`src/rtl/core/lmcs_pkg.sv`:
```
// ----------------------------------------------------------------------------
// lmcs_pkg
// Shared constants, types and tables for the LED matrix column scan block.
// ----------------------------------------------------------------------------
package lmcs_pkg;

  localparam int ROWS          = 6;
  localparam int COLS          = 16;
  localparam int BRIGHT_LEVELS = 4;

  localparam int PIX_W   = 8;
  localparam int COL_W   = (COLS > 1) ? $clog2(COLS) : 1;
  localparam int ROW_W   = (ROWS > 1) ? $clog2(ROWS) : 1;
  localparam int DITH_W  = (BRIGHT_LEVELS > 1) ? $clog2(BRIGHT_LEVELS) : 1;
  localparam int LVL_W   = 2;
  localparam int SPD_W   = 2;
  localparam int CMP_W   = (DITH_W > LVL_W) ? DITH_W : LVL_W;
  localparam int WORD_W  = ROWS * PIX_W;
  localparam int PHASE_W = 8;

  localparam int OUT_COL_W = 4;
  localparam int MASK_W    = 6;
  localparam int OUT_ROW_W = 3;
  localparam int RES_W     = OUT_COL_W + MASK_W + OUT_ROW_W + OUT_COL_W + PHASE_W;
  localparam int M_DATA_W  = ((RES_W + 7) / 8) * 8;

  localparam int NUM_REGS = 3;
  localparam int APB_AW   = $clog2(4 * NUM_REGS);
  localparam int APB_DW   = 32;

  localparam int FIFO_DEPTH = 3;
  localparam int FIFO_AW    = $clog2(FIFO_DEPTH);
  localparam int CNT_W      = $clog2(FIFO_DEPTH + 1);

  typedef enum logic [APB_AW-3:0] {
    REG_DISPLAY_ON = 2'd0,
    REG_BRIGHTNESS = 2'd1,
    REG_SPEED      = 2'd2
  } cfg_reg_e;

  typedef struct packed {
    logic             en;
    logic [COL_W-1:0] addr;
  } ram_rd_t;

  typedef struct packed {
    logic              en;
    logic [COL_W-1:0]  addr;
    logic [WORD_W-1:0] data;
  } ram_wr_t;

  typedef struct packed {
    logic [COL_W-1:0]   col;
    logic               lit_en;
    logic               eff_valid;
    logic [PIX_W-1:0]   eff_value;
    logic [ROW_W-1:0]   fill_row;
    logic               wrap;
    logic [ROW_W-1:0]   req_row;
    logic [COL_W-1:0]   req_col;
    logic [PHASE_W-1:0] req_phase;
  } scan_req_t;

  typedef struct packed {
    logic [PHASE_W-1:0]   request_phase;
    logic [OUT_COL_W-1:0] request_col;
    logic [OUT_ROW_W-1:0] request_row;
    logic                 frame_wrap;
    logic [MASK_W-1:0]    anode_mask;
    logic [OUT_COL_W-1:0] scan_column;
  } scan_res_t;

  function automatic logic [PHASE_W-1:0] speed_step(input logic [SPD_W-1:0] sel);
    logic [PHASE_W-1:0] step;
    case (sel)
      2'd0:    step = PHASE_W'(1);
      2'd1:    step = PHASE_W'(2);
      2'd2:    step = PHASE_W'(4);
      default: step = PHASE_W'(8);
    endcase
    return step;
  endfunction

endpackage

```
`src/rtl/core/lmcs_ram.sv`:
```
// ----------------------------------------------------------------------------
// lmcs_ram
// Generic simple dual-port RAM, one write port, one registered read port.
// ----------------------------------------------------------------------------
module lmcs_ram #(
  parameter int WIDTH = 8,
  parameter int DEPTH = 16
) (
  input  logic                                    clk_i,
  input  logic                                    we_i,
  input  logic [((DEPTH > 1) ? $clog2(DEPTH) : 1)-1:0] waddr_i,
  input  logic [WIDTH-1:0]                        wdata_i,
  input  logic                                    re_i,
  input  logic [((DEPTH > 1) ? $clog2(DEPTH) : 1)-1:0] raddr_i,
  output logic [WIDTH-1:0]                        rdata_o
);

  logic [WIDTH-1:0] mem_q [DEPTH];

  always_ff @(posedge clk_i) begin
    if (we_i) begin
      mem_q[waddr_i] <= wdata_i;
    end
    if (re_i) begin
      rdata_o <= mem_q[raddr_i];
    end
  end

endmodule

```
`src/rtl/core/lmcs_scan_ctrl.sv`:
```
// ----------------------------------------------------------------------------
// lmcs_scan_ctrl
// Register file, scan and fill counters, and column read issue.
// ----------------------------------------------------------------------------
module lmcs_scan_ctrl (
  input  logic                          clk_i,
  input  logic                          rst_ni,
  input  logic                          psel_i,
  input  logic                          penable_i,
  input  logic                          pwrite_i,
  input  logic [lmcs_pkg::APB_AW-1:0]   paddr_i,
  input  logic [lmcs_pkg::APB_DW-1:0]   pwdata_i,
  output logic [lmcs_pkg::APB_DW-1:0]   prdata_o,
  input  logic                          s_valid_i,
  output logic                          s_ready_o,
  input  logic                          s_user_i,
  input  logic [lmcs_pkg::PIX_W-1:0]    s_data_i,
  input  logic [lmcs_pkg::CNT_W-1:0]    fifo_cnt_i,
  output lmcs_pkg::ram_rd_t             rd_o,
  output lmcs_pkg::scan_req_t           req_o,
  output logic                          req_vld_o
);
  import lmcs_pkg::*;

  logic               display_on_q;
  logic [LVL_W-1:0]   level_q;
  logic [SPD_W-1:0]   speed_q;
  logic [COL_W-1:0]   col_q, col_d;
  logic [ROW_W-1:0]   row_q, row_d;
  logic [DITH_W-1:0]  dith_q, dith_d;
  logic [PHASE_W-1:0] phase_q, phase_d;
  logic               col_last, row_last, dith_last;
  logic               cfg_wr, accept, run;
  cfg_reg_e           reg_idx;
  scan_req_t          req_q, req_d;
  logic               req_vld_q;

  assign reg_idx = cfg_reg_e'(paddr_i[APB_AW-1:2]);
  assign cfg_wr  = psel_i & penable_i & pwrite_i;

  always_ff @(posedge clk_i or negedge rst_ni) begin
    if (!rst_ni) begin
      display_on_q <= 1'b1;
      level_q      <= LVL_W'(3);
      speed_q      <= SPD_W'(2);
    end else if (cfg_wr) begin
      case (reg_idx)
        REG_DISPLAY_ON: display_on_q <= pwdata_i[0];
        REG_BRIGHTNESS: level_q      <= pwdata_i[LVL_W-1:0];
        REG_SPEED:      speed_q      <= pwdata_i[SPD_W-1:0];
        default: ;
      endcase
    end
  end

  always_comb begin
    case (reg_idx)
      REG_DISPLAY_ON: prdata_o = APB_DW'(display_on_q);
      REG_BRIGHTNESS: prdata_o = APB_DW'(level_q);
      REG_SPEED:      prdata_o = APB_DW'(speed_q);
      default:        prdata_o = '0;
    endcase
  end

  // credit check: words in the queue plus the one in flight
  assign s_ready_o = ((CNT_W+1)'(fifo_cnt_i) + (CNT_W+1)'(req_vld_q))
                     < (CNT_W+1)'(FIFO_DEPTH);
  assign accept    = s_valid_i & s_ready_o;
  assign run       = accept & display_on_q;

  // the fill column always equals the scan column, so one counter serves both
  always_comb begin
    col_last  = (col_q == COL_W'(COLS - 1));
    row_last  = (row_q == ROW_W'(ROWS - 1));
    dith_last = (dith_q == DITH_W'(BRIGHT_LEVELS - 1));
    col_d     = col_last ? '0 : col_q + COL_W'(1);
    row_d     = row_q;
    dith_d    = dith_q;
    phase_d   = phase_q;
    if (col_last) begin
      row_d  = row_last ? '0 : row_q + ROW_W'(1);
      dith_d = dith_last ? '0 : dith_q + DITH_W'(1);
      if (row_last) begin
        phase_d = phase_q + speed_step(speed_q);
      end
    end
  end

  always_ff @(posedge clk_i or negedge rst_ni) begin
    if (!rst_ni) begin
      col_q     <= '0;
      row_q     <= '0;
      dith_q    <= '0;
      phase_q   <= '0;
      req_vld_q <= 1'b0;
    end else begin
      req_vld_q <= run;
      if (run) begin
        col_q   <= col_d;
        row_q   <= row_d;
        dith_q  <= dith_d;
        phase_q <= phase_d;
      end
    end
  end

  always_comb begin
    req_d.col       = col_q;
    req_d.lit_en    = (CMP_W'(dith_q) <= CMP_W'(level_q));
    req_d.eff_valid = s_user_i;
    req_d.eff_value = s_data_i;
    req_d.fill_row  = row_q;
    req_d.wrap      = col_last;
    req_d.req_row   = row_d;
    req_d.req_col   = col_d;
    req_d.req_phase = phase_d;
  end

  always_ff @(posedge clk_i) begin
    if (run) begin
      req_q <= req_d;
    end
  end

  assign rd_o.en   = run;
  assign rd_o.addr = col_q;
  assign req_o     = req_q;
  assign req_vld_o = req_vld_q;

endmodule

```
`src/rtl/core/lmcs_pixel_path.sv`:
```
// ----------------------------------------------------------------------------
// lmcs_pixel_path
// Column word read-modify-write, anode decode, store valid bits and forwarding.
// ----------------------------------------------------------------------------
module lmcs_pixel_path (
  input  logic                         clk_i,
  input  logic                         rst_ni,
  input  lmcs_pkg::ram_rd_t            rd_i,
  input  lmcs_pkg::scan_req_t          req_i,
  input  logic                         req_vld_i,
  input  logic [lmcs_pkg::WORD_W-1:0]  rdata_i,
  output lmcs_pkg::ram_wr_t            wr_o,
  output lmcs_pkg::scan_res_t          res_o,
  output logic                         res_vld_o
);
  import lmcs_pkg::*;

  logic [COLS-1:0]   col_vld_q;
  logic              hit_q, rd_vld_q;
  logic [WORD_W-1:0] fwd_q;
  logic [WORD_W-1:0] base;
  logic [WORD_W-1:0] merged;
  logic [ROWS-1:0]   anodes;
  logic              hit_d;

  assign hit_d = rd_i.en & wr_o.en & (rd_i.addr == wr_o.addr);

  always_ff @(posedge clk_i or negedge rst_ni) begin
    if (!rst_ni) begin
      col_vld_q <= '0;
      hit_q     <= 1'b0;
      rd_vld_q  <= 1'b0;
    end else begin
      hit_q    <= hit_d;
      rd_vld_q <= col_vld_q[rd_i.addr];
      if (wr_o.en) begin
        col_vld_q[wr_o.addr] <= 1'b1;
      end
    end
  end

  always_ff @(posedge clk_i) begin
    fwd_q <= wr_o.data;
  end

  // unwritten columns read as dark
  assign base = hit_q ? fwd_q : (rd_vld_q ? rdata_i : '0);

  always_comb begin
    for (int r = 0; r < ROWS; r++) begin
      anodes[r] = req_i.lit_en & base[r*PIX_W + PIX_W - 1];
      merged[r*PIX_W +: PIX_W] = (req_i.eff_valid && (req_i.fill_row == ROW_W'(r)))
                                 ? req_i.eff_value : base[r*PIX_W +: PIX_W];
    end
  end

  assign wr_o.en   = req_vld_i & req_i.eff_valid;
  assign wr_o.addr = req_i.col;
  assign wr_o.data = merged;

  always_comb begin
    res_o.scan_column   = OUT_COL_W'(req_i.col);
    res_o.anode_mask    = MASK_W'(anodes);
    res_o.frame_wrap    = req_i.wrap;
    res_o.request_row   = OUT_ROW_W'(req_i.req_row);
    res_o.request_col   = OUT_COL_W'(req_i.req_col);
    res_o.request_phase = req_i.req_phase;
  end

  assign res_vld_o = req_vld_i;

endmodule

```
`src/rtl/core/lmcs_out_fifo.sv`:
```
// ----------------------------------------------------------------------------
// lmcs_out_fifo
// Small result queue decoupling the pixel path from output backpressure.
// ----------------------------------------------------------------------------
module lmcs_out_fifo (
  input  logic                         clk_i,
  input  logic                         rst_ni,
  input  logic                         push_i,
  input  lmcs_pkg::scan_res_t          data_i,
  output logic                         valid_o,
  input  logic                         ready_i,
  output lmcs_pkg::scan_res_t          data_o,
  output logic [lmcs_pkg::CNT_W-1:0]   cnt_o
);
  import lmcs_pkg::*;

  scan_res_t          entry_q [FIFO_DEPTH];
  logic [FIFO_AW-1:0] wr_ptr_q, rd_ptr_q;
  logic [CNT_W-1:0]   cnt_q;
  logic               pop;

  assign valid_o = (cnt_q != '0);
  assign pop     = valid_o & ready_i;
  assign data_o  = entry_q[rd_ptr_q];
  assign cnt_o   = cnt_q;

  always_ff @(posedge clk_i or negedge rst_ni) begin
    if (!rst_ni) begin
      wr_ptr_q <= '0;
      rd_ptr_q <= '0;
      cnt_q    <= '0;
    end else begin
      if (push_i) begin
        wr_ptr_q <= (wr_ptr_q == FIFO_AW'(FIFO_DEPTH - 1)) ? '0 : wr_ptr_q + FIFO_AW'(1);
      end
      if (pop) begin
        rd_ptr_q <= (rd_ptr_q == FIFO_AW'(FIFO_DEPTH - 1)) ? '0 : rd_ptr_q + FIFO_AW'(1);
      end
      cnt_q <= cnt_q + CNT_W'(push_i) - CNT_W'(pop);
    end
  end

  always_ff @(posedge clk_i) begin
    if (push_i) begin
      entry_q[wr_ptr_q] <= data_i;
    end
  end

endmodule

```
`src/rtl/core/led_matrix_column_scan_dither.sv`:
```
// ----------------------------------------------------------------------------
// led_matrix_column_scan_dither
// Column-multiplexed LED matrix scan with brightness dither and effect fill.
//
//   channel  | direction | fields
//   ---------+-----------+------------------------------------------------
//   s_axis   | in        | tuser: effect_valid; tdata: effect_value
//   m_axis   | out       | tdata: scan_column, anode_mask, request_row,
//            |           |        request_col, request_phase; tlast: frame_wrap
//   apb      | in        | display_on, brightness_level, speed_select
//
// One tick is accepted per cycle while s_axis_tready is high; its word passes
// the request register and the output queue before it can be taken. Throughput
// is set by the one column-wide pixel RAM port pair: read, write on effect_valid.
// Reset clears counters and column valid bits at once; no clearing pass.
// A three-word output queue absorbs stalls; tready drops once queued words
// plus the one in flight reach three.
// ----------------------------------------------------------------------------
module led_matrix_column_scan_dither (
  input  logic                          clk_i,
  input  logic                          rst_ni,
  input  logic                          psel,
  input  logic                          penable,
  input  logic                          pwrite,
  input  logic [lmcs_pkg::APB_AW-1:0]   paddr,
  input  logic [lmcs_pkg::APB_DW-1:0]   pwdata,
  output logic [lmcs_pkg::APB_DW-1:0]   prdata,
  output logic                          pready,
  input  logic                          s_axis_tvalid,
  output logic                          s_axis_tready,
  input  logic [lmcs_pkg::PIX_W-1:0]    s_axis_tdata,  // [7:0] effect_value
  input  logic [0:0]                    s_axis_tuser,  // [0] effect_valid
  output logic                          m_axis_tvalid,
  input  logic                          m_axis_tready,
  // [3:0] scan_column, [9:4] anode_mask, [12:10] request_row,
  // [16:13] request_col, [24:17] request_phase, rest zero
  output logic [lmcs_pkg::M_DATA_W-1:0] m_axis_tdata,
  output logic                          m_axis_tlast   // frame_wrap
);
  import lmcs_pkg::*;

  ram_rd_t           rd;
  ram_wr_t           wr;
  scan_req_t         req;
  logic              req_vld;
  logic [WORD_W-1:0] rdata;
  scan_res_t         res, out_res;
  logic              res_vld;
  logic [CNT_W-1:0]  fifo_cnt;

  assign pready = 1'b1;

  lmcs_scan_ctrl u_ctrl (
    .clk_i      (clk_i),
    .rst_ni     (rst_ni),
    .psel_i     (psel),
    .penable_i  (penable),
    .pwrite_i   (pwrite),
    .paddr_i    (paddr),
    .pwdata_i   (pwdata),
    .prdata_o   (prdata),
    .s_valid_i  (s_axis_tvalid),
    .s_ready_o  (s_axis_tready),
    .s_user_i   (s_axis_tuser[0]),
    .s_data_i   (s_axis_tdata),
    .fifo_cnt_i (fifo_cnt),
    .rd_o       (rd),
    .req_o      (req),
    .req_vld_o  (req_vld)
  );

  lmcs_ram #(
    .WIDTH (WORD_W),
    .DEPTH (COLS)
  ) u_pixel_ram (
    .clk_i   (clk_i),
    .we_i    (wr.en),
    .waddr_i (wr.addr),
    .wdata_i (wr.data),
    .re_i    (rd.en),
    .raddr_i (rd.addr),
    .rdata_o (rdata)
  );

  lmcs_pixel_path u_path (
    .clk_i     (clk_i),
    .rst_ni    (rst_ni),
    .rd_i      (rd),
    .req_i     (req),
    .req_vld_i (req_vld),
    .rdata_i   (rdata),
    .wr_o      (wr),
    .res_o     (res),
    .res_vld_o (res_vld)
  );

  lmcs_out_fifo u_out (
    .clk_i   (clk_i),
    .rst_ni  (rst_ni),
    .push_i  (res_vld),
    .data_i  (res),
    .valid_o (m_axis_tvalid),
    .ready_i (m_axis_tready),
    .data_o  (out_res),
    .cnt_o   (fifo_cnt)
  );

  assign m_axis_tdata = M_DATA_W'({out_res.request_phase, out_res.request_col,
                                   out_res.request_row, out_res.anode_mask,
                                   out_res.scan_column});
  assign m_axis_tlast = out_res.frame_wrap;

endmodule

```
`config.mk`:
```
export PLATFORM = sky130hd
export DESIGN_NAME = led_matrix_column_scan_dither
export DESIGN_NICKNAME = d
export VERILOG_FILES = /design/src/rtl/core/lmcs_pkg.sv /design/src/rtl/core/lmcs_ram.sv /design/src/rtl/core/lmcs_scan_ctrl.sv /design/src/rtl/core/lmcs_pixel_path.sv /design/src/rtl/core/lmcs_out_fifo.sv /design/src/rtl/core/led_matrix_column_scan_dither.sv
export SDC_FILE = /design/constraint.sdc
export NUM_CORES = 1
export LEC_CHECK = 0
export BUFFER_PORTS_ARGS = -buffer_cell sky130_fd_sc_hd__buf_2
export CAP_MARGIN = 20
export CORE_MARGIN = 2
export CORE_UTILIZATION = 40
export DETAILED_ROUTE_END_ITERATION = 7
export GPL_TIMING_DRIVEN = 0
export HOLD_SLACK_MARGIN = 0.03
export PLACE_DENSITY = 0.64
export SLEW_MARGIN = 20
export SYNTH_ARGS = -nofsm -noshare
export SYNTH_HDL_FRONTEND = slang
export SYNTH_SLANG_ARGS = --single-unit
```
`constraint.sdc`:
```
create_clock -name clk_i -period 3.1 [get_ports clk_i]
set_input_delay 0.62 -clock clk_i [delete_from_list [all_inputs] [get_ports clk_i]]
set_output_delay 0.62 -clock clk_i [all_outputs]
set_load 0.02 [all_outputs]
```
==> results of run 1 <==
## critical path, delay by kind of cell (launching register included)
kind,cells,cell delay [ps]
AO/OA/AOI/OAI,1,230
flip-flops,1,530
adder cells (fa/ha/maj),2,530
AND/OR/NAND/NOR,1,320
buffers and inverters,1,620
multiplexers,1,400
## power by group
group          switching, mW  internal, mW
Clock                   1.29          2.19
Combinational           1.65         0.976
Sequential             0.206          4.34
Total                   3.15          7.50
## repair_timing
action                                  CTS  global route
resized for setup                         0             1
endpoints found under the setup margin    0             1
hold buffers                              0             0
buffers inserted                          0             0
## synthesized netlist by cell type (2+ instances only)
master | instances | area, µm²
edfxtp_1 | 206 | 6190
mux2i_1 | 60 | 601
nand2_1 | 56 | 210
dfrtp_1 | 43 | 1080
buf_4 | 41 | 308
o21ai_0 | 41 | 205
nor2_1 | 22 | 82.6
mux2_2 | 15 | 169
a221oi_1 | 14 | 123
mux4_2 | 14 | 315
inv_1 | 13 | 48.8
or2_2 | 13 | 81.3
xnor2_1 | 13 | 114
a22oi_1 | 12 | 90.1
ha_1 | 12 | 150
nor2b_1 | 12 | 75.1
clkbuf_1 | 11 | 41.3
buf_2 | 9 | 45.0
a21oi_1 | 7 | 35.0
nor3_1 | 7 | 35.0
xor2_1 | 7 | 61.3
dfxtp_1 | 6 | 120
nand3_1 | 6 | 30.0
a21o_1 | 5 | 37.5
dfstp_2 | 4 | 105
nand4b_1 | 4 | 35.0
or2_1 | 4 | 25.0
and2_1 | 3 | 18.8
nand2b_1 | 3 | 18.8
nand4_1 | 3 | 18.8
nor3b_1 | 3 | 22.5
a211oi_2 | 2 | 25.0
conb_1 | 2 | 7.51
nor4_1 | 2 | 12.5
nor4bb_1 | 2 | 20.0
## registers in the layout (all words and copies together), names as in the netlist
register and flops:
u_pixel_ram.mem_q 96, u_ctrl.row_q 3, u_out.entry_q 78, u_ctrl.speed_q 2, u_path.col_vld_q 16, u_out.wr_ptr_q 2
u_path.rd_vld_q 1, u_ctrl.phase_q 8, u_out.cnt_o 2, u_ctrl.req_o 26, u_ctrl.col_q 4, u_ctrl.req_vld_o 1
u_ctrl.display_on_q 1, u_ctrl.level_q 2, u_out.rd_ptr_q 2, u_path.fwd_q 6, u_path.hit_q 1, u_pixel_ram.rdata_o 6
u_ctrl.dith_q 2
## final cells by class
class,instances,area [µm²]
fill,2197,13600
sequential,259,7490
multi-input combinational,394,2960
clock buffer,33,738
tap,335,419
buffer,62,398
timing repair buffer,49,300
clock inverter,15,241
inverter,15,57.6
## cell families after synthesis
| family | after synthesis |
|---|---|
| mux | 89 |
| compound gates | 87 |
| buf+inv | 77 |
| simple gates | 147 |
| flops | 259 |
| xor+xnor | 20 |
| fa+ha+maj | 13 |
| other cells | 2 |
## cells in the final DEF, fill, tap and decap left out, types with 7 or more instances in the layout
cell	n
or2_2	13
dfrtp_1	43
a221oi_1	14
edfxtp_1	206
conb_1	38
clkbuf_16	27
clkbuf_1	13
mux2_2	15
xnor2_1	13
inv_1	13
mux2i_1	57
nor2b_1	12
nor2_1	21
a22oi_1	12
nand2_1	56
buf_4	44
o21ai_0	41
buf_2	50
mux4_2	14
ha_1	12
xor2_1	7
## metal layers
metal / GRT usage, % / vias to the layer above
li1: - / 2755
met1: 20.1 / 2774
met2: 24.0 / 185
met3: 2.34 / 32
met4: 4.20 / 0
met5: 0 / -
## path summary, 6_finish.rpt
| check | end | slack [ps] | cells after the start |
|---|---|---|---|
| min in group clk_i | u_ctrl.req_o[27] | 310 | 1 |
| min | u_path.col_vld_q[8] | 130 | 1 |
| max reg2reg | u_ctrl.col_q[3] | 320 | 6 |
| max | u_ctrl.col_q[3] | 320 | 6 |
| min reg2reg | u_path.col_vld_q[8] | 470 | 1 |
| max in group asynchronous | u_out.rd_ptr_q[0] | 2510 | 1 |
## per-stage QoR
step | power [mW] | cells | util, % | instance area (µm²)
finish | 10.6 | 1162 | 48.1 | 12600
global placement | 7.17 | 1107 | 43.8 | 11500
global route | 11.1 | 1162 | 48.1 | 12600
floorplan | 6.37 | 730 | - | 10900
detailed placement | 7.26 | 1114 | 44.3 | 11600
CTS | 10.7 | 1162 | 48.1 | 12600
==> results.py, run 1 <==
metrics = {
    "synth": {
        "synth_edf_count": 206,
        "synthXorXnorAreaFrac_pct": 1.63,
        "synthMuxAreaShare_pct": 10.1,
        "synth_flop_cell": "edfxtp_1",
        "synth_compound_area_share_pct": 5.39,
        "yosysSeqAreaShare_pct": 69.8,
        "netlist_area_um2": 10700,
        "syn_inst": 694,
        "postSynth.asyncResetShare_pct": 18.1,
        "yosysWarnings": 0,
        "synth-simple-area-share_pct": 7.13,
        "yosysUniqueCellTypes": 52,
        "avgSynthCellArea_um2": 15.4,
        "synth_top_family_by_area": "multiplexers",
        "ys_seq_elements": 259,
        "synthAdderAreaFrac_pct": 1.59,
    },
    "timing": {
        "rsz0062_at_grt": "false",
        "worstMarginPinSlew_ps": 1030,
        "fmax_mhz": 360,
        "relSlewSlack_pct": 30.2,
        "post-route-min-period_ps": 2780,
        "maxSlewViolCount": 0,
        "min_period_over_period_pct": 89.7,
        "fin_ws_ps": 319,
        "skew_ps": 7.65,
        "holdWs_ps": 129,
        "finalSetupTns_ps": 0,
        "finalSetupViolCount": 0,
        "hold_viol_final": 0,
    },
    "route": {
        "route.top_layer_used": "met4",
        "drtIter0Drc": 436,
        "ant_nets": 0,
        "wire_per_inst_um": 17.4,
        "wl_met2_mm": 9.67,
        "dr.pass1.iters": 5,
        "wl_met3_mm": 1.22,
        "routed_wl_mm": 20.2,
        "drc": 0,
        "post_drt_via_cell_ratio": 4.94,
        "wl_met1_mm": 8.94,
        "vias": 5746,
    },
    "flow_run": {
        "max_cap_viol_count": 0,
    },
    "finish": {
        "area_growth_pct": 17.6,
        "finalNetCount": 872,
        "drive_gt1_share_pct": 25.3,
        "diodes": 0,
    },
    "setup_path": {
        "path_class": "register to register",
        "crit_path_max_fanout": 42,
        "critPathArrivalTime_ps": 3190,
        "slowest_delay_ps": 620,
        "crit_chain": "ha_1 > ha_1 > a21oi_1 > nand3_2 > clkinv_2 > mux2_2",
        "start_kind": "register",
        "crit_required_ps": 3510,
        "cp-startpoint": "u_ctrl.req_vld_o",
        "crit_slowest_cell": "clkinv_2",
        "path_common_cell": "ha_1",
        "r2r_start": "u_ctrl.req_vld_o",
        "worstSetupEndpointType": "register",
    },
    "global_routing": {
        "grt_pass1_wl_mm": 31.6,
        "grt_pass1_vias": 5692,
        "grt_start_max_net_pins": 48,
        "grt_usage_pct": 14.5,
        "grt_antenna_before_repair": 0,
        "overflow": 0,
    },
    "power": {
        "irDropWorstVdd_mv": 0.383,
        "p_leak_nw": 4.83,
        "p_per_area_nw_per_um2": 845,
    },
    "place": {
        "gp_congestion": 0.781,
        "dp_hpwl_mm": 13.7,
        "pre_cts_slack_ps": 168,
        "io_buffers": 42,
    },
    "floorplanning": {
        "die_area_um2": 28100,
        "start_util_pct": 40.9,
        "rows": 59,
        "core_area_um2": 26200,
        "die_w_um": 168,
        "dieHeight_um": 168,
        "io_pins": 120,
    },
    "clocking": {
        "cts_buffer_depth": 3,
        "cts_tree": "built",
        "cts_htree_levels": 1,
        "clk_pin_slew_worst_paths_ps": 60,
        "cts_buffers": 26,
        "numClockSinks": 259,
        "cts_root_buf": "clkbuf_16",
        "clk_latency_ps": 520,
    },
    "outcome": {
        "status": "completed",
    },
    "min_path": {
        "hp-class": "primary input to asynchronous set/reset pin",
    },
}
No activity file was read; power rests on OpenSTA's default activity.
==> run 2, diff against run 1 <==
--- a/config.mk
+++ b/config.mk
@@ -9,10 +9,11 @@
 export CAP_MARGIN = 20
 export CORE_MARGIN = 2
 export CORE_UTILIZATION = 40
+export CTS_BUF_LIST = sky130_fd_sc_hd__clkbuf_16
 export DETAILED_ROUTE_END_ITERATION = 7
 export GPL_TIMING_DRIVEN = 0
 export HOLD_SLACK_MARGIN = 0.03
-export PLACE_DENSITY = 0.64
+export PLACE_DENSITY = 0.62
 export SLEW_MARGIN = 20
 export SYNTH_ARGS = -nofsm -noshare
 export SYNTH_HDL_FRONTEND = slang
==> constraint.sdc (replaced) <==
create_clock -name clk_i -period 2.7 [get_ports clk_i]
set_input_delay 0.54 -clock clk_i [delete_from_list [all_inputs] [get_ports clk_i]]
set_output_delay 0.54 -clock clk_i [all_outputs]
set_load 0.02 [all_outputs]
==> run 2 against run 1 <==
Net effect:
- hold slack worse by 74 ps
- global-route usage down 0.34 points
- non-clock buffer count down 1
- total power up 11%
- sequential cell count unchanged
- routed wire length down 1.3%
- worst setup slack worse by 160 ps
- clock skew up 5.2 ps
- count of clock-buffer cells in the layout down 6
- sequential share of layout area up 0.45 points
- highest routed layer unchanged
==> results.py, run 2 (synthesis results as in run 1) <==
metrics = {
    "route": {
        "vias": 5707,
        "post_drt_via_cell_ratio": 4.92,
        "dr.pass1.iters": 5,
        "ant_nets": 0,
        "drtIter0Drc": 443,
        "drc": 0,
        "routed_wl_mm": 20.0,
        "wire_per_inst_um": 17.2,
    },
    "global_routing": {
        "grt_usage_pct": 14.2,
        "overflow": 0,
        "grt_antenna_before_repair": 0,
        "grt_start_max_net_pins": 48,
        "grt_pass1_vias": 5513,
        "grt_pass1_wl_mm": 31.1,
    },
    "floorplanning": {
        "rows": 59,
        "io_pins": 120,
        "die_area_um2": 28100,
        "core_area_um2": 26200,
        "start_util_pct": 40.9,
        "dieHeight_um": 168,
        "die_w_um": 168,
    },
    "place": {
        "gp_congestion": 0.797,
        "dp_hpwl_mm": 13.7,
        "place_inst": 1114,
        "io_buffers": 42,
        "pre_cts_slack_ps": -198,
    },
    "finish": {
        "area_growth_pct": 16.7,
        "post_layout_nonfiller_instances": 1160,
        "num-fill-cells": 2231,
        "largest_reg_flops": 96,
        "finalNetCount": 871,
        "final_cell_mix": "206 x edfxtp_1, 57 x mux2i_1, 56 x nand2_1",
        "fin_util_pct": 47.7,
        "diodes": 0,
        "final_common_cell": "edfxtp_1",
        "top_register": "u_pixel_ram.mem_q",
        "drive_gt1_share_pct": 25.5,
    },
    "clocking": {
        "cts_buffer_depth": 3,
        "numClockSinks": 259,
        "cts_buffers": 26,
        "clk_latency_ps": 520,
        "cts_htree_levels": 1,
        "cts_root_buf": "clkbuf_16",
        "clk_pin_slew_worst_paths_ps": 60,
        "cts_tree": "built",
    },
    "timing": {
        "post-route-min-period_ps": 2540,
        "rsz0062_at_grt": "false",
        "skew_ps": 12.9,
        "worstMarginPinSlew_ps": 1040,
        "relSlewSlack_pct": 30.1,
        "min_period_over_period_pct": 94.2,
        "finalSetupViolCount": 0,
        "fin_ws_ps": 158,
        "maxSlewViolCount": 0,
        "hold_viol_final": 0,
        "fmax_mhz": 393,
    },
    "setup_path": {
        "start_kind": "register",
        "crit_path_max_fanout": 42,
        "reg2regPathDepth": 6,
        "crit_required_ps": 3100,
        "worstSetupEndpointType": "register",
        "path_class": "register to register",
        "critPathArrivalTime_ps": 2940,
    },
    "power": {
        "irDropWorstVdd_mv": 0.423,
        "p_leak_nw": 4.81,
        "p_per_area_nw_per_um2": 941,
    },
    "min_path": {
        "hp-class": "primary input to asynchronous set/reset pin",
    },
    "flow_run": {
        "max_cap_viol_count": 0,
    },
    "outcome": {
        "status": "completed",
    },
}
==> run 2: cell count changes in the layout (fill, tap and decap cells not counted), moves of 2 or more <==
cell	before	now
clkbuf_1	13	4
clkbuf_2	0	6
clkbuf_8	4	0
buf_8	0	3
bufinv_16	6	3
clkinv_1	2	5
inv_1	13	16
buf_6	4	2
clkinv_2	4	6
==> run 2: layout make-up <==
class	instances	area (µm²)	area share [%]
sequential	259	7490	59.9
multi-input combinational	394	2980	23.8
clock buffer	27	676	5.40
tap	335	419	3.35
buffer	61	404	3.23
timing repair buffer	49	308	2.46
clock inverter	20	179	1.43
inverter	15	61.3	0.490
==> run 2: worst max-delay path, stage by stage (launching register included) <==
cell and delay, ps:
dfrtp_1 510, ha_1 260, ha_1 270, a21oi_1 210
nand3_2 340, inv_6 420, mux2_2 380
==> run 2: worst paths after layout <==
kind | from | slack [ps] | end
worst max-delay path | u_ctrl.req_vld_o | 160 | u_ctrl.phase_q[1]
worst min-delay path | rst_ni | 50 | u_path.col_vld_q[9]
worst max register to register | u_ctrl.req_vld_o | 160 | u_ctrl.phase_q[1]
worst min register to register | u_path.col_vld_q[4] | 460 | u_path.col_vld_q[4]
max in group asynchronous | rst_ni | 2160 | u_path.col_vld_q[0]
min in group clk_i | s_axis_tuser | 250 | u_ctrl.req_o[27]
==> run 2: power by group <==
part / internal, mW / switching (mW)
Sequential: 4.97 / 0.263
Combinational: 1.15 / 1.88
Clock: 2.10 / 1.42
==> run 2: metrics by stage <==
stage	hold slack [ps]	power [mW]	TNS [ps]	cell area, µm²
global route	94.9	12.3	0	12500
detailed placement	450	8.38	-2140	11600
floorplan	244	7.31	0	10900
CTS	95.2	11.9	0	12500
finish	54.9	11.8	0	12500
global placement	446	8.26	-22440	11500
==> run 2: metal layers <==
metal	vias to the layer above	global-route usage, %	routed length [µm]
met5	-	0	0
li1	2752	-	-
met2	148	24.1	9530
met3	21	2.27	1150
met4	0	2.91	235
met1	2786	19.5	9060
==> run 2: what timing repair did <==
action,in CTS,in global routing
resized for setup,2,13
hold buffers,0,0
endpoints found under the setup margin,45,26
buffers inserted,0,0
gates cloned,0,0
==> run 3, diff against run 2 <==
--- a/config.mk
+++ b/config.mk
@@ -6,7 +6,6 @@
 export NUM_CORES = 1
 export LEC_CHECK = 0
 export BUFFER_PORTS_ARGS = -buffer_cell sky130_fd_sc_hd__buf_2
-export CAP_MARGIN = 20
 export CORE_MARGIN = 2
 export CORE_UTILIZATION = 40
 export CTS_BUF_LIST = sky130_fd_sc_hd__clkbuf_16
@@ -14,6 +13,7 @@
 export GPL_TIMING_DRIVEN = 0
 export HOLD_SLACK_MARGIN = 0.03
 export PLACE_DENSITY = 0.62
+export RECOVER_POWER = 100
 export SLEW_MARGIN = 20
 export SYNTH_ARGS = -nofsm -noshare
 export SYNTH_HDL_FRONTEND = slang
==> run 3 against run 2 <==
Net effect:
- sequential power barely moved
- final area decreased by 1.3%
- core utilization fell by 0.63 points
- first-iteration DRC count decreased by 11%
- routed wire length hardly changed
- sequential share of layout area grew 0.80 points
- largest cell class unchanged
- highest routed layer unchanged
==> results.py, run 3 (synthesis results as in run 1) <==
metrics = {
    "timing": {
        "min_period_over_period_pct": 94.0,
        "skew_ps": 12.1,
        "maxSlewViolCount": 0,
        "rsz0062_at_grt": "false",
        "hold_viol_final": 0,
        "finalSetupViolCount": 0,
        "worstMarginPinSlew_ps": 1450,
        "finalSetupTns_ps": 0,
        "relSlewSlack_pct": 3.06,
        "fmax_mhz": 394,
        "post-route-min-period_ps": 2540,
    },
    "route": {
        "vias": 5696,
        "dr.pass1.iters": 5,
        "routed_wl_mm": 20.0,
        "wire_per_inst_um": 17.2,
        "post_drt_via_cell_ratio": 4.91,
        "ant_nets": 0,
        "drc": 0,
        "drtIter0Drc": 393,
    },
    "flow_run": {
        "max_cap_viol_count": 0,
    },
    "place": {
        "dp_hpwl_mm": 13.7,
        "io_buffers": 42,
        "place_inst": 1114,
        "gp_congestion": 0.797,
    },
    "clocking": {
        "cts_buffers": 26,
        "clk_pin_slew_worst_paths_ps": 60,
        "post_cts_buffers": 0,
        "clk_latency_ps": 520,
        "cts_htree_levels": 1,
        "ctsHoldBuffers": 0,
        "cts_tree": "built",
        "numClockSinks": 259,
        "cts_buffer_depth": 3,
        "cts_root_buf": "clkbuf_16",
    },
    "finish": {
        "final_cell_mix": "206 x edfxtp_1, 58 x mux2i_1, 56 x nand2_1",
        "num-fill-cells": 2260,
        "finalNetCount": 871,
        "drive_gt1_share_pct": 20.7,
        "final_common_cell": "edfxtp_1",
        "diodes": 0,
        "post_layout_nonfiller_instances": 1160,
        "area_growth_pct": 15.1,
        "largest_reg_flops": 96,
        "top_register": "u_pixel_ram.mem_q",
    },
    "global_routing": {
        "grt_pass1_vias": 5513,
        "grt_pass1_wl_mm": 31.1,
        "grt_start_max_net_pins": 48,
        "overflow": 0,
        "grt_usage_pct": 14.2,
        "grt_antenna_before_repair": 0,
    },
    "setup_path": {
        "crit_path_max_fanout": 10,
        "crit_required_ps": 2160,
        "crit_family": "buffers and inverters",
        "cp_num_buf_inv": 3,
        "crit_chain": "buf_2 > buf_4 > mux2i_1 > o21ai_0 > clkbuf_2",
        "crit_slowest_cell": "dfrtp_1",
        "path_class": "register to primary output",
        "start_kind": "register",
        "slowest_delay_ps": 340,
        "critPathArrivalTime_ps": 2000,
        "worstSetupEndpointType": "primary output",
    },
    "power": {
        "p_per_area_nw_per_um2": 946,
        "p_leak_nw": 4.71,
        "irDropWorstVdd_mv": 0.421,
    },
    "min_path": {
        "hp-class": "primary input to register",
    },
    "floorplanning": {
        "die_w_um": 168,
        "start_util_pct": 40.9,
        "io_pins": 120,
        "rows": 59,
        "core_area_um2": 26200,
        "die_area_um2": 28100,
        "dieHeight_um": 168,
    },
    "outcome": {
        "status": "completed",
    },
}
run 3: changes by cell type in the layout (fill, tap and decap cells not counted), sizes merged:
cell,change
clkbuf,+36
buf,-36
run 3: layout make-up:
| class | instances | area (µm²) | share of cell area, % |
|---|---|---|---|
| buffer | 61 | 399 | 3.23 |
| clock buffer | 27 | 676 | 5.47 |
| clock inverter | 20 | 179 | 1.45 |
| inverter | 15 | 61.3 | 0.497 |
| multi-input combinational | 394 | 2880 | 23.4 |
| sequential | 259 | 7490 | 60.7 |
| tap | 335 | 419 | 3.40 |
| timing repair buffer | 49 | 239 | 1.94 |
run 3: through the flow:
step | cell area, µm² | total power, mW | hold WS, ps | utilization [%] | setup WS, ps
6_report | 12300 | 11.7 | 261 | 47.1 | 162
2_1_floorplan | 10900 | 7.31 | 244 | - | 29.7
3_5_place_dp | 11600 | 8.38 | 450 | 44.4 | -198
3_3_place_gp | 11500 | 8.26 | 446 | 43.9 | -306
5_1_grt | 12300 | 12.2 | 260 | 47.1 | 5.99
4_1_cts | 12500 | 11.9 | 95.2 | 47.7 | 11.5
run 3: worst paths after layout:
path	cells after the start	start	end	slack [ps]
min in group asynchronous	1	rst_ni	u_path.col_vld_q[9]	300
min reg2reg	1	u_path.col_vld_q[4]	u_path.col_vld_q[4]	460
min	3	pwdata[1]	u_ctrl.level_q[1]	260
max reg2reg	3	u_path.hit_q	u_pixel_ram.mem_q[2][47]	190
max	5	u_out.rd_ptr_q[0]	m_axis_tdata[6]	160
max in group asynchronous	1	rst_ni	u_path.col_vld_q[0]	1570
run 3: timing repair:
item	in CTS	in global routing
setup endpoints to repair	45	26
gates cloned	0	0
resized for setup	2	13
run 3: per-layer routing:
layer | vias to the layer above | part of all wire (%) | track usage (%) | routed length, µm
met2 | 154 | 47 | 24.1 | 9430
met1 | 2770 | 46 | 19.5 | 9210
met3 | 22 | 5.5 | 2.27 | 1100
met4 | 0 | 1.2 | 2.91 | 239
met5 | - | 0 | 0 | 0
li1 | 2750 | - | - | -
run 3: worst reg2reg max path: cells and delay by family, from the launching register on:
family          cells  cell delay (ps)
compound gates      2             1290
flops               1              460
simple gates        1              340
run 3: where the power goes:
part,internal [mW],leakage [nW],switching [mW],total [mW]
Sequential,4.98,2.54,0.244,5.22
Clock,2.10,0.429,1.41,3.51
Combinational,1.07,1.74,1.87,2.94
